$ cat src/design/bmch_pkg.sv
// Shared types, register codes and constants for the battery monitor charge hysteresis unit.
package bmch_pkg;

  // Field widths
  localparam int ADC_BITS  = 10;
  localparam int TICK_W    = 32;
  localparam int VOLT_W    = 8;
  localparam int CFG_W     = 8;
  localparam int CFG_IDX_W = 3;

  // Defaults handed to the top-level parameters, and the result queue depth
  localparam int SAMPLE_COUNT_DEF = 15;
  localparam int QUEUE_DEPTH_DEF  = 4;
  localparam int OUT_DEPTH        = 2;

  // Measurement arithmetic
  localparam int CAL_SCALE  = 10;
  localparam int VOLT_SHIFT = 13;
  localparam int TRIM_COUNT = 4;
  localparam int CALX_W     = CFG_W + 4;
  localparam int SCALED_W   = ADC_BITS + CALX_W;

  // Register indexes
  localparam logic [CFG_IDX_W-1:0] REG_CALIBRATION        = 3'd0;
  localparam logic [CFG_IDX_W-1:0] REG_THRESHOLD_LOWER    = 3'd1;
  localparam logic [CFG_IDX_W-1:0] REG_THRESHOLD_UPPER    = 3'd2;
  localparam logic [CFG_IDX_W-1:0] REG_THRESHOLD_MAINTAIN = 3'd3;
  localparam logic [CFG_IDX_W-1:0] REG_THRESHOLD_DISABLE  = 3'd4;
  localparam logic [CFG_IDX_W-1:0] REG_CHECK_INTERVAL     = 3'd5;
  localparam logic [CFG_IDX_W-1:0] REG_EXPECTED_MIN       = 3'd6;
  localparam logic [CFG_IDX_W-1:0] REG_EXPECTED_MAX       = 3'd7;

  // Register reset values
  localparam logic [CALX_W-1:0] CAL_X10_RST  = '0;
  localparam logic [CFG_W-1:0]  LOWER_RST    = 8'd0;
  localparam logic [CFG_W-1:0]  UPPER_RST    = 8'd255;
  localparam logic [CFG_W-1:0]  MAINTAIN_RST = 8'd255;
  localparam logic [CFG_W-1:0]  DISABLE_RST  = 8'd0;
  localparam logic [CFG_W-1:0]  INTERVAL_RST = 8'd7;
  localparam logic [CFG_W-1:0]  EMIN_RST     = 8'd90;
  localparam logic [CFG_W-1:0]  EMAX_RST     = 8'd150;

  // Command codes carried through the queue
  localparam logic OP_TICK   = 1'b0;
  localparam logic OP_SAMPLE = 1'b1;

  typedef struct packed {
    logic                req_type;
    logic [TICK_W-1:0]   tick_count;
    logic [ADC_BITS-1:0] adc_sample;
  } item_t;

  typedef struct packed {
    logic              sample_request;
    logic [VOLT_W-1:0] voltage;
    logic              out_of_range;
    logic              charge_disable;
    logic              maintain;
    logic              load_disable;
  } result_t;

  typedef struct packed {
    logic              op;
    logic [TICK_W-1:0] arg;
  } cmd_t;

  typedef struct packed {
    logic                 valid;
    logic [CFG_IDX_W-1:0] index;
    logic [CFG_W-1:0]     data;
  } cfg_wr_t;

endpackage

$ cat src/design/bmch_fifo.sv
// Small register-based first-in first-out queue with push/full and pop/empty sides.
module bmch_fifo #(
  parameter int WIDTH = 8,
  parameter int DEPTH = 2
) (
  input  logic             clk,
  input  logic             rst,
  input  logic             push,
  input  logic [WIDTH-1:0] wdata,
  output logic             full,
  input  logic             pop,
  output logic [WIDTH-1:0] rdata,
  output logic             empty
);

  localparam int PTR_W = (DEPTH > 1) ? $clog2(DEPTH) : 1;
  localparam int CNT_W = $clog2(DEPTH + 1);

  logic [WIDTH-1:0] slots [DEPTH];
  logic [PTR_W-1:0] wr_ptr;
  logic [PTR_W-1:0] rd_ptr;
  logic [CNT_W-1:0] count;
  logic             do_push;
  logic             do_pop;

  assign full    = (count == CNT_W'(DEPTH));
  assign empty   = (count == '0);
  assign rdata   = slots[rd_ptr];
  assign do_push = push && !full;
  assign do_pop  = pop && !empty;

  always_ff @(posedge clk) begin
    if (rst) begin
      wr_ptr <= '0;
      rd_ptr <= '0;
      count  <= '0;
    end else begin
      if (do_push) begin
        wr_ptr <= (wr_ptr == PTR_W'(DEPTH - 1)) ? '0 : wr_ptr + PTR_W'(1);
      end
      if (do_pop) begin
        rd_ptr <= (rd_ptr == PTR_W'(DEPTH - 1)) ? '0 : rd_ptr + PTR_W'(1);
      end
      case ({do_push, do_pop})
        2'b10:   count <= count + CNT_W'(1);
        2'b01:   count <= count - CNT_W'(1);
        default: count <= count;
      endcase
    end
  end

  always_ff @(posedge clk) begin
    if (do_push) begin
      slots[wr_ptr] <= wdata;
    end
  end

endmodule

$ cat src/design/bmch_front.sv
// Input stage: takes items, classifies them into tick or sample commands and feeds the queue.
module bmch_front import bmch_pkg::*; (
  input  logic  clk,
  input  logic  rst,
  input  logic  push,
  input  item_t item,
  output logic  full,
  output logic  q_push,
  output cmd_t  q_cmd,
  input  logic  q_full
);

  logic hold_valid;
  cmd_t hold;
  cmd_t classified;
  logic load;

  // Samples ride in the low bits of the argument, ticks use all of it
  always_comb begin
    classified.op  = item.req_type ? OP_SAMPLE : OP_TICK;
    classified.arg = item.req_type ? TICK_W'(item.adc_sample) : item.tick_count;
  end

  assign full   = hold_valid && q_full;
  assign load   = push && !full;
  assign q_push = hold_valid;
  assign q_cmd  = hold;

  always_ff @(posedge clk) begin
    if (rst) begin
      hold_valid <= 1'b0;
    end else if (load) begin
      hold_valid <= 1'b1;
    end else if (!q_full) begin
      hold_valid <= 1'b0;
    end
  end

  always_ff @(posedge clk) begin
    if (load) begin
      hold <= classified;
    end
  end

endmodule

$ cat src/design/bmch_back.sv
// Execution stage: tick scheduling, sample accumulation, trimmed mean, scaling and hysteresis.
module bmch_back import bmch_pkg::*; #(
  parameter int SAMPLE_COUNT = SAMPLE_COUNT_DEF
) (
  input  logic    clk,
  input  logic    rst,
  input  cfg_wr_t cfg,
  input  cmd_t    head,
  input  logic    head_empty,
  output logic    head_pop,
  output result_t res,
  output logic    res_push,
  input  logic    res_full
);

  localparam int IDX_W     = $clog2(SAMPLE_COUNT + 1);
  localparam int SUM_W     = ADC_BITS + $clog2(SAMPLE_COUNT + 1);
  localparam int DIVISOR   = SAMPLE_COUNT - TRIM_COUNT;
  localparam int DIV_L     = $clog2(DIVISOR);
  localparam int DIV_SHIFT = SUM_W + DIV_L;
  localparam int RECIP_W   = SUM_W + 1;
  localparam int PROD_W    = SUM_W + RECIP_W;
  // Rounded-up reciprocal: exact quotient for every numerator below 2**SUM_W
  localparam logic [63:0] RECIP_FULL =
    ((64'd1 << DIV_SHIFT) + 64'(DIVISOR) - 64'd1) / 64'(DIVISOR);
  localparam logic [RECIP_W-1:0] RECIP = RECIP_FULL[RECIP_W-1:0];
  localparam logic [ADC_BITS-1:0] ADC_ONES = '1;

  // Configuration
  logic [CALX_W-1:0] cal_x10;
  logic [CFG_W-1:0]  th_lower;
  logic [CFG_W-1:0]  th_upper;
  logic [CFG_W-1:0]  th_maintain;
  logic [CFG_W-1:0]  th_disable;
  logic [CFG_W-1:0]  check_interval;
  logic [CFG_W-1:0]  expected_min;
  logic [CFG_W-1:0]  expected_max;

  // Measurement state
  logic [VOLT_W-1:0]   last_voltage;
  logic [TICK_W-1:0]   last_tick;
  logic                charge_off;
  logic                active;
  logic [IDX_W-1:0]    sample_index;
  logic [SUM_W-1:0]    sample_sum;
  logic [ADC_BITS-1:0] low0, low1, high0, high1;

  // Finishing pipeline
  logic [3:0]          fin_stage;
  logic [SUM_W-1:0]    trimmed;
  logic [PROD_W-1:0]   quot;
  logic [SCALED_W-1:0] scaled;

  logic                fin_busy;
  logic                fin_done;
  logic                head_is_tick;
  logic                tick_take;
  logic                samp_take;
  logic [TICK_W-1:0]   now;
  logic [ADC_BITS-1:0] x;
  logic [TICK_W-1:0]   elapsed;
  logic                due;
  logic                accumulate;
  logic                last_sample;
  logic [ADC_BITS-1:0] avg;
  logic [VOLT_W-1:0]   new_voltage;
  logic                charge_next;
  logic [VOLT_W-1:0]   rv;
  logic                rc;

  assign fin_busy     = |fin_stage;
  assign fin_done     = fin_stage[3] && !res_full;
  assign head_is_tick = (head.op == OP_TICK);
  assign head_pop     = !head_empty && !fin_busy && (!head_is_tick || !res_full);
  assign tick_take    = head_pop && head_is_tick;
  assign samp_take    = head_pop && !head_is_tick;
  assign now          = head.arg;
  assign x            = head.arg[ADC_BITS-1:0];
  assign elapsed      = now - last_tick;

  assign due = !active &&
               ((last_voltage >= th_maintain) || (last_tick == '0) ||
                (elapsed > TICK_W'(check_interval)));

  assign accumulate  = samp_take && active && (sample_index != '0);
  assign last_sample = accumulate && (sample_index >= IDX_W'(SAMPLE_COUNT));

  assign avg         = quot[DIV_SHIFT +: ADC_BITS];
  assign new_voltage = scaled[VOLT_SHIFT +: VOLT_W];

  always_comb begin
    if (new_voltage < th_lower) begin
      charge_next = 1'b0;
    end else if (new_voltage > th_upper) begin
      charge_next = 1'b1;
    end else begin
      charge_next = charge_off;
    end
  end

  // Result: finishing measurement reports the new voltage, a tick the stored one
  always_comb begin
    rv                 = fin_stage[3] ? new_voltage : last_voltage;
    rc                 = fin_stage[3] ? charge_next : charge_off;
    res.sample_request = fin_stage[3] ? 1'b0 : due;
    res.voltage        = rv;
    res.out_of_range   = (rv < expected_min) || (rv > expected_max);
    res.charge_disable = rc;
    res.maintain       = (rv >= th_maintain);
    res.load_disable   = (rv < th_disable);
  end

  assign res_push = tick_take || fin_done;

  always_ff @(posedge clk) begin
    if (rst) begin
      cal_x10        <= CAL_X10_RST;
      th_lower       <= LOWER_RST;
      th_upper       <= UPPER_RST;
      th_maintain    <= MAINTAIN_RST;
      th_disable     <= DISABLE_RST;
      check_interval <= INTERVAL_RST;
      expected_min   <= EMIN_RST;
      expected_max   <= EMAX_RST;
      last_voltage   <= '0;
      last_tick      <= '0;
      charge_off     <= 1'b0;
      active         <= 1'b0;
      sample_index   <= '0;
      sample_sum     <= '0;
      low0           <= ADC_ONES;
      low1           <= ADC_ONES;
      high0          <= '0;
      high1          <= '0;
      fin_stage      <= '0;
    end else begin
      if (cfg.valid) begin
        unique case (cfg.index)
          REG_CALIBRATION:        cal_x10 <= CALX_W'(cfg.data) * CALX_W'(CAL_SCALE);
          REG_THRESHOLD_LOWER:    th_lower       <= cfg.data;
          REG_THRESHOLD_UPPER:    th_upper       <= cfg.data;
          REG_THRESHOLD_MAINTAIN: th_maintain    <= cfg.data;
          REG_THRESHOLD_DISABLE:  th_disable     <= cfg.data;
          REG_CHECK_INTERVAL:     check_interval <= cfg.data;
          REG_EXPECTED_MIN:       expected_min   <= cfg.data;
          REG_EXPECTED_MAX:       expected_max   <= cfg.data;
          default: ;
        endcase
      end

      if (tick_take && due) begin
        last_tick    <= now;
        active       <= 1'b1;
        sample_index <= '0;
        sample_sum   <= '0;
        low0         <= ADC_ONES;
        low1         <= ADC_ONES;
        high0        <= '0;
        high1        <= '0;
      end

      if (samp_take && active && (sample_index == '0)) begin
        sample_index <= IDX_W'(1);
      end

      if (accumulate) begin
        sample_sum <= sample_sum + SUM_W'(x);
        if (x < low0) begin
          low1 <= low0;
          low0 <= x;
        end else if (x < low1) begin
          low1 <= x;
        end
        if (x > high0) begin
          high1 <= high0;
          high0 <= x;
        end else if (x > high1) begin
          high1 <= x;
        end
        if (last_sample) begin
          active       <= 1'b0;
          sample_index <= '0;
        end else begin
          sample_index <= sample_index + IDX_W'(1);
        end
      end

      // Hold the last stage while the result queue is full
      if (!fin_stage[3] || !res_full) begin
        fin_stage <= {fin_stage[2:0], last_sample};
      end

      // Accumulators are read into the trim stage, then cleared
      if (fin_stage[0]) begin
        sample_sum <= '0;
        low0       <= ADC_ONES;
        low1       <= ADC_ONES;
        high0      <= '0;
        high1      <= '0;
      end

      if (fin_done) begin
        last_voltage <= new_voltage;
        charge_off   <= charge_next;
      end
    end
  end

  always_ff @(posedge clk) begin
    if (fin_stage[0]) begin
      trimmed <= sample_sum - SUM_W'(low0) - SUM_W'(low1) - SUM_W'(high0) - SUM_W'(high1);
    end
    if (fin_stage[1]) begin
      quot <= PROD_W'(trimmed) * PROD_W'(RECIP);
    end
    if (fin_stage[2]) begin
      scaled <= SCALED_W'(avg) * SCALED_W'(cal_x10);
    end
  end

  a_fin_onehot: assert property (@(posedge clk) disable iff (rst)
    $onehot0(fin_stage)) else $error("finish pipeline holds more than one measurement");

  a_no_pop_finishing: assert property (@(posedge clk) disable iff (rst)
    fin_busy |-> !head_pop) else $error("command taken while a measurement finishes");

  a_push_room: assert property (@(posedge clk) disable iff (rst)
    res_push |-> !res_full) else $error("result pushed into a full queue");

  a_idle_when_finishing: assert property (@(posedge clk) disable iff (rst)
    fin_busy |-> !active) else $error("sampling still active during finish");

  a_index_bound: assert property (@(posedge clk) disable iff (rst)
    sample_index <= IDX_W'(SAMPLE_COUNT)) else $error("sample index past the sample count");

endmodule

$ cat src/design/battery_monitor_charge_hysteresis_unit.sv
// Top level of the battery monitor charge hysteresis unit.
// Items enter through a queue-style push/full port: a tick (req_type 0) carries
// the tick counter and always produces one result beat, with sample_request set
// when a measurement is due; a sample (req_type 1) is accumulated while a
// measurement runs. The first sample after a request is dropped, the next
// SAMPLE_COUNT are summed while the two lowest and two highest are tracked, and
// the sample that completes the set produces one result beat with the new
// voltage and flags. Results leave through a pop/empty port. Throughput is one
// item per clock unless something stalls: the front register, the command queue
// and the back stage each take a beat a cycle. A completing sample holds the
// back stage through its finishing steps (trim subtraction, reciprocal multiply
// for the trimmed mean, calibration multiply, hysteresis update); items meanwhile
// collect in the command queue. An item passes the front register, command
// queue and result queue on its way out. Configuration writes are always taken
// (cfg_ready is high) and must only happen while the block is idle.
module battery_monitor_charge_hysteresis_unit import bmch_pkg::*; #(
  parameter int SAMPLE_COUNT = SAMPLE_COUNT_DEF,
  parameter int QUEUE_DEPTH  = QUEUE_DEPTH_DEF
) (
  input  logic                 clk,
  input  logic                 rst,
  // item side
  input  logic                 push,
  input  item_t                item,
  output logic                 full,
  // result side
  input  logic                 pop,
  output result_t              result,
  output logic                 empty,
  // configuration write channel
  input  logic                 cfg_valid,
  output logic                 cfg_ready,
  input  logic [CFG_IDX_W-1:0] cfg_index,
  input  logic [CFG_W-1:0]     cfg_data
);

  cmd_t    front_cmd;
  logic    front_push;
  logic    cmdq_full;
  cmd_t    head;
  logic    head_empty;
  logic    head_pop;
  result_t back_res;
  logic    back_push;
  logic    resq_full;
  cfg_wr_t cfg_wr;

  // Register writes land in the back stage in the cycle they are accepted
  assign cfg_ready    = 1'b1;
  assign cfg_wr.valid = cfg_valid && cfg_ready;
  assign cfg_wr.index = cfg_index;
  assign cfg_wr.data  = cfg_data;

  // Classify each beat and stage it
  bmch_front u_front (
    .clk    (clk),
    .rst    (rst),
    .push   (push),
    .item   (item),
    .full   (full),
    .q_push (front_push),
    .q_cmd  (front_cmd),
    .q_full (cmdq_full)
  );

  // Decouple the front from the back so either can stall alone
  bmch_fifo #(
    .WIDTH ($bits(cmd_t)),
    .DEPTH (QUEUE_DEPTH)
  ) u_cmd_queue (
    .clk   (clk),
    .rst   (rst),
    .push  (front_push),
    .wdata (front_cmd),
    .full  (cmdq_full),
    .pop   (head_pop),
    .rdata (head),
    .empty (head_empty)
  );

  // Execute ticks and samples, finish measurements
  bmch_back #(
    .SAMPLE_COUNT (SAMPLE_COUNT)
  ) u_back (
    .clk        (clk),
    .rst        (rst),
    .cfg        (cfg_wr),
    .head       (head),
    .head_empty (head_empty),
    .head_pop   (head_pop),
    .res        (back_res),
    .res_push   (back_push),
    .res_full   (resq_full)
  );

  // Hold finished results until the consumer pops them
  bmch_fifo #(
    .WIDTH ($bits(result_t)),
    .DEPTH (OUT_DEPTH)
  ) u_res_queue (
    .clk   (clk),
    .rst   (rst),
    .push  (back_push),
    .wdata (back_res),
    .full  (resq_full),
    .pop   (pop),
    .rdata (result),
    .empty (empty)
  );

endmodule

$ cat config.mk
export PLATFORM = sky130hd
export DESIGN_NAME = battery_monitor_charge_hysteresis_unit
export DESIGN_NICKNAME = d
export VERILOG_FILES = /design/src/design/bmch_pkg.sv /design/src/design/bmch_fifo.sv /design/src/design/bmch_front.sv /design/src/design/bmch_back.sv /design/src/design/battery_monitor_charge_hysteresis_unit.sv
export SDC_FILE = /design/constraint.sdc
export NUM_CORES = 1
export LEC_CHECK = 0
export ABC_AREA = 0
export ABC_CLOCK_PERIOD_IN_PS = 17740
export BUFFER_PORTS_ARGS = -buffer_cell sky130_fd_sc_hd__buf_2
export CORE_MARGIN = 5
export CORE_UTILIZATION = 40
export DETAILED_ROUTE_END_ITERATION = 7
export SETUP_SLACK_MARGIN = 0.3
export SYNTH_ARGS = -nofsm -noshare
export SYNTH_HDL_FRONTEND = slang
export SYNTH_SLANG_ARGS = --single-unit
$ cat constraint.sdc
create_clock -name clk -period 17.74 [get_ports clk]
set_clock_uncertainty 0.1 [all_clocks]
set_input_delay 1.774 -clock clk [delete_from_list [all_inputs] [get_ports clk]]
set_output_delay 1.774 -clock clk [all_outputs]
set_load 0.05 [all_outputs]
==> impl_metrics.prom <==
# TYPE chip_impl_metric gauge
chip_impl_metric{name="internal_power",unit="mW"} 2.15
chip_impl_metric{name="stdcell_area",unit="um^2"} 30200
chip_impl_info{name="hold_start",value="u_back.th_disable[5]$_SDFFE_PP0P_"} 1
chip_impl_metric{name="multiInputGateArea",unit="um^2"} 15400
chip_impl_metric{name="post_route_cells_drive_above_1_share",unit=""} 0.0895
chip_impl_metric{name="numPortBuffers",unit=""} 73
chip_impl_metric{name="post-route-period-util",unit=""} 0.399
chip_impl_metric{name="number_of_flops_mapped_to_enable_cells_by_yosys",unit=""} 223
chip_impl_info{name="netlist_top_cells_area",value="edfxtp_1, ha_1, dfxtp_1"} 1
chip_impl_info{name="tritoncts",value="yes"} 1
chip_impl_metric{name="initialDrtViolationCount",unit=""} 1138
chip_impl_metric{name="async_reset_ff_frac",unit=""} 0
chip_impl_metric{name="first_pass_grt_wire_length",unit="mm"} 102
chip_impl_metric{name="setup_violating_endpoint_count_in_the_final_report",unit=""} 0
chip_impl_metric{name="yosys_warnings",unit=""} 0
chip_impl_info{name="holdCritPathClass",value="reg2reg"} 1
chip_impl_metric{name="overflow_left_after_global_routing",unit=""} 0
chip_impl_metric{name="chipHeight",unit="um"} 272
chip_impl_info{name="post-synth-top-area-cell",value="edfxtp_1"} 1
chip_impl_metric{name="seq_power_share",unit=""} 0.328
chip_impl_metric{name="timing.reg2reg.setup_slack",unit="ns"} 10.66
chip_impl_info{name="synth_top_cells_by_count",value="inv_1, ha_1, nand2_1, edfxtp_1, a21oi_1"} 1
chip_impl_metric{name="die_width",unit="um"} 272
chip_impl_metric{name="utilization_after_layout",unit=""} 0.441
chip_impl_metric{name="ys_seq_elements",unit=""} 409
chip_impl_metric{name="drt_wl_total",unit="mm"} 61.7
chip_impl_metric{name="power.share.clock",unit=""} 0.275
chip_impl_metric{name="first_pass_iters",unit=""} 6
chip_impl_metric{name="drv.max_cap_violation_count",unit=""} 0
chip_impl_metric{name="timing.critical_path.required",unit="ns"} 18.09
chip_impl_metric{name="switching_share",unit=""} 0.377
chip_impl_metric{name="finalWeightedCongestion",unit=""} 0.877
chip_impl_metric{name="routed_via_density",unit=""} 5.30
chip_impl_metric{name="placeableCoreArea",unit="um^2"} 68300
chip_impl_metric{name="power_per_cell_area",unit="nW/um^2"} 114
chip_impl_metric{name="post-route-drc-count",unit=""} 0
chip_impl_metric{name="synth_nets",unit=""} 3170
chip_impl_metric{name="post_synth_inst_count",unit=""} 2644
chip_impl_metric{name="synthDistinctLibCells",unit=""} 73
chip_impl_metric{name="cts.reportedPaths.clkPinSlew",unit="ns"} 0.06
chip_impl_metric{name="drtAntennaViolNets",unit=""} 0
chip_impl_metric{name="critPathMaxFanout",unit=""} 48
chip_impl_info{name="crit-reg2reg-capture",value="u_back.low1[1]$_SDFF_PP1_"} 1
chip_impl_metric{name="max_clock_freq",unit="MHz"} 141
chip_impl_metric{name="seq_area_frac_synth",unit=""} 0.379
chip_impl_info{name="root_buffer",value="clkbuf_16"} 1
chip_impl_info{name="rsz0062_at_grt",value="false"} 1
chip_impl_metric{name="post_cts.repair.setup_buffers",unit=""} 0
chip_impl_info{name="crit_end",value="u_back.low1[1]$_SDFF_PP1_"} 1
chip_impl_metric{name="maximum_level_of_the_cts_h_tree",unit=""} 2
chip_impl_metric{name="design.die.area",unit="um^2"} 74000
chip_impl_info{name="setup.worst_path.class",value="reg2reg"} 1
chip_impl_metric{name="fin_crit",unit="ns"} 7.08
chip_impl_metric{name="ir_drop",unit="V"} 0.0000745
chip_impl_metric{name="crit_path_dat",unit="ns"} 7.43
chip_impl_metric{name="cts_hold_fix_bufs",unit=""} 0
chip_impl_metric{name="area_of_the_mapped_netlist",unit="um^2"} 27500
chip_impl_metric{name="clk_path_buf_depth",unit=""} 3
chip_impl_metric{name="power_switching",unit="mW"} 1.30
chip_impl_metric{name="finalNetCount",unit=""} 3204
chip_impl_metric{name="syn-mean-instance-area",unit="um^2"} 10.4
chip_impl_metric{name="worstMarginPinSlew",unit="ns"} 1.10
chip_impl_metric{name="timing.final.hold_violations",unit=""} 0
chip_impl_metric{name="syn_to_final_growth",unit="%"} 9.74
chip_impl_metric{name="numCtsBuffers",unit=""} 46
chip_impl_info{name="run_status",value="complete, no violations"} 1
chip_impl_metric{name="synth.top_cell.area_share",unit=""} 0.244
chip_impl_metric{name="worst_r2r_path_depth",unit=""} 22
chip_impl_metric{name="routed_wire_length_per_instance",unit="um"} 17.2
chip_impl_metric{name="slew_headroom",unit=""} 0.262
chip_impl_metric{name="grt_antenna_before_repair",unit=""} 0
chip_impl_metric{name="placedInstanceArea",unit="um^2"} 28600
chip_impl_metric{name="grt_pass1_vias",unit=""} 19694
chip_impl_info{name="ys_dominant_reg_cell",value="edfxtp_1"} 1
chip_impl_metric{name="track_usage",unit=""} 0.167
chip_impl_metric{name="start_util",unit=""} 0.402
chip_impl_metric{name="post_cts_resize_count",unit=""} 0
chip_impl_metric{name="finalMaxSlewViolations",unit=""} 0
chip_impl_info{name="critPathLaunchType",value="flop"} 1
chip_impl_metric{name="ios",unit=""} 75
chip_impl_metric{name="setup-tns-final",unit="ns"} 0
chip_impl_info{name="worst_setup_path_end_kind",value="flop"} 1
chip_impl_metric{name="placement_rows",unit=""} 96
chip_impl_metric{name="power.total",unit="mW"} 3.44
chip_impl_metric{name="detailed_place_hpwl",unit="mm"} 45.7
chip_impl_metric{name="cts.sinks",unit=""} 409
chip_impl_metric{name="power.leakage",unit="nW"} 13.1
chip_impl_metric{name="sequential_cell_area",unit="um^2"} 10400
chip_impl_metric{name="antenna_cells_inserted",unit=""} 0
chip_impl_metric{name="fillCellCount",unit=""} 6370
chip_impl_metric{name="dr_total_vias",unit=""} 19060
chip_impl_metric{name="clock_latency",unit="ns"} 0.58
chip_impl_metric{name="p_comb_frac",unit=""} 0.397
chip_impl_info{name="synth_most_common_cell",value="inv_1"} 1
chip_impl_metric{name="grt_start_max_net_pins",unit=""} 82
[layer usage]
layer	GRT usage	part of all wire	vias up
li1	-	-	9201
met1	0.234	0.47	9402
met2	0.275	0.47	375
met3	0.0233	0.039	82
met4	0.0412	0.022	0
met5	0	0	-
[registers in the layout (all words and copies together) (netlist names), 10 cells and up, named ones only]
signal	cells
u_back.high0	10
u_back.trimmed	14
u_cmd_queue.slots	132
u_res_queue.slots	26
u_front.q_cmd	33
u_back.last_tick	32
u_back.cal_x10	11
u_back.quot	10
u_back.low0	10
u_back.low1	10
u_back.high1	10
u_back.sample_sum	14
[critical path, stage by stage (launching register included)]
cell,delay (ns)
dfxtp_2,0.32
buf_4,0.57
mux4_2,0.77
ha_1,0.43
o211ai_1,0.13
a21oi_2,0.19
nor2b_1,0.09
o21ai_0,0.21
xor2_1,0.19
ha_1,0.28
a21oi_1,0.15
o21ai_0,0.09
o21a_1,0.11
nor4_1,0.30
nand4_1,0.13
nor4_1,0.32
nand4_1,0.16
nor4b_2,0.31
a41oi_2,0.29
nand2_4,0.52
buf_4,0.66
a21oi_1,0.15
a2111o_1,0.42
[power groups by stage]
stage / sequential [mW] / clock (mW) / combinational (mW)
final: 1.13 / 0.946 / 1.37
after global placement: 1.14 / 0 / 1.34
after detailed placement: 1.15 / 0 / 1.35
after CTS: 1.13 / 0.973 / 1.36
after floorplan: 1.13 / 0 / 1.04
after global routing: 1.14 / 1.02 / 1.52
[cell type report]
class                   count  area share
clock buffers              64      0.0435
clock inverters            20     0.00656
inverters                 339      0.0422
flip-flops and latches    409       0.346
repair buffers             89      0.0162
multi-input cells        1793       0.509
well taps                 882      0.0366
[layout by cell type (no fill, tap or decap), types with 9 or more instances in the layout]
| cell type | netlist | layout |
|---|---|---|
| edfxtp_1 | 223 | 223 |
| mux2_2 | 31 | 31 |
| and2_1 | 48 | 48 |
| nand3_1 | 52 | 52 |
| nand2_1 | 242 | 242 |
| a22o_1 | 9 | 9 |
| buf_4 | 7 | 17 |
| a211o_1 | 23 | 23 |
| ha_1 | 315 | 315 |
| xor2_1 | 22 | 22 |
| dfxtp_1 | 186 | 185 |
| inv_1 | 338 | 338 |
| nand2b_1 | 33 | 33 |
| buf_2 | 5 | 72 |
| nor2b_1 | 50 | 49 |
| xnor2_1 | 41 | 41 |
| a2111o_1 | 10 | 10 |
| o21a_1 | 25 | 25 |
| clkbuf_16 | 0 | 46 |
| a21o_1 | 25 | 25 |
| nor4_1 | 15 | 14 |
| nand4_1 | 29 | 29 |
| clkbuf_8 | 0 | 9 |
| or3_1 | 9 | 9 |
| clkinv_2 | 0 | 10 |
| a21oi_1 | 198 | 198 |
| fa_1 | 152 | 152 |
| o21ai_0 | 75 | 75 |
| nor2_1 | 153 | 153 |
| mux4_2 | 32 | 32 |
| o21bai_1 | 11 | 11 |
| nor3_1 | 17 | 17 |
| a22oi_1 | 14 | 14 |
| mux2i_1 | 54 | 54 |
| and3_1 | 10 | 10 |
[worst min path at each step]
stage / endpoint / cells past startpoint
after global placement: u_back.th_disable[4]$_SDFFE_PP0P_ / 2
after CTS: u_back.th_disable[5]$_SDFFE_PP0P_ / 2
final: u_back.th_disable[5]$_SDFFE_PP0P_ / 2
after global routing: u_back.th_disable[0]$_SDFFE_PP0P_ / 2
after detailed placement: u_back.expected_max[6]$_SDFFE_PP0P_ / 2
after floorplan: u_back.cal_x10[10]$_SDFFE_PP0P_ / 2
[cells by family (layout without fill, tap and decap cells)]
logic type / count (synthesis) / count (layout) / synth area share
DFF: 409 / 409 / 0.379
buffers and inverters: 442 / 512 / 0.0625
muxes: 117 / 117 / 0.0586
adders and majority gates: 467 / 467 / 0.254
AOI/OAI and AO/OA: 470 / 470 / 0.109
other: 1 / 1 / 0.000136
xor gates and xnor gates: 64 / 64 / 0.0207
and+or+nand+nor: 674 / 674 / 0.116
[through the flow]
stage | std cells | setup WS [ns] | hold WS, ns
CTS | 3596 | 10.71 | 0.359
global route | 3596 | 10.14 | 0.374
finish | 3596 | 10.66 | 0.358
floorplan | 2644 | 11.91 | 0.331
global placement | 3512 | 10.83 | 0.342
detailed placement | 3512 | 10.76 | 0.349
No activity file was read; power rests on OpenSTA's default activity.
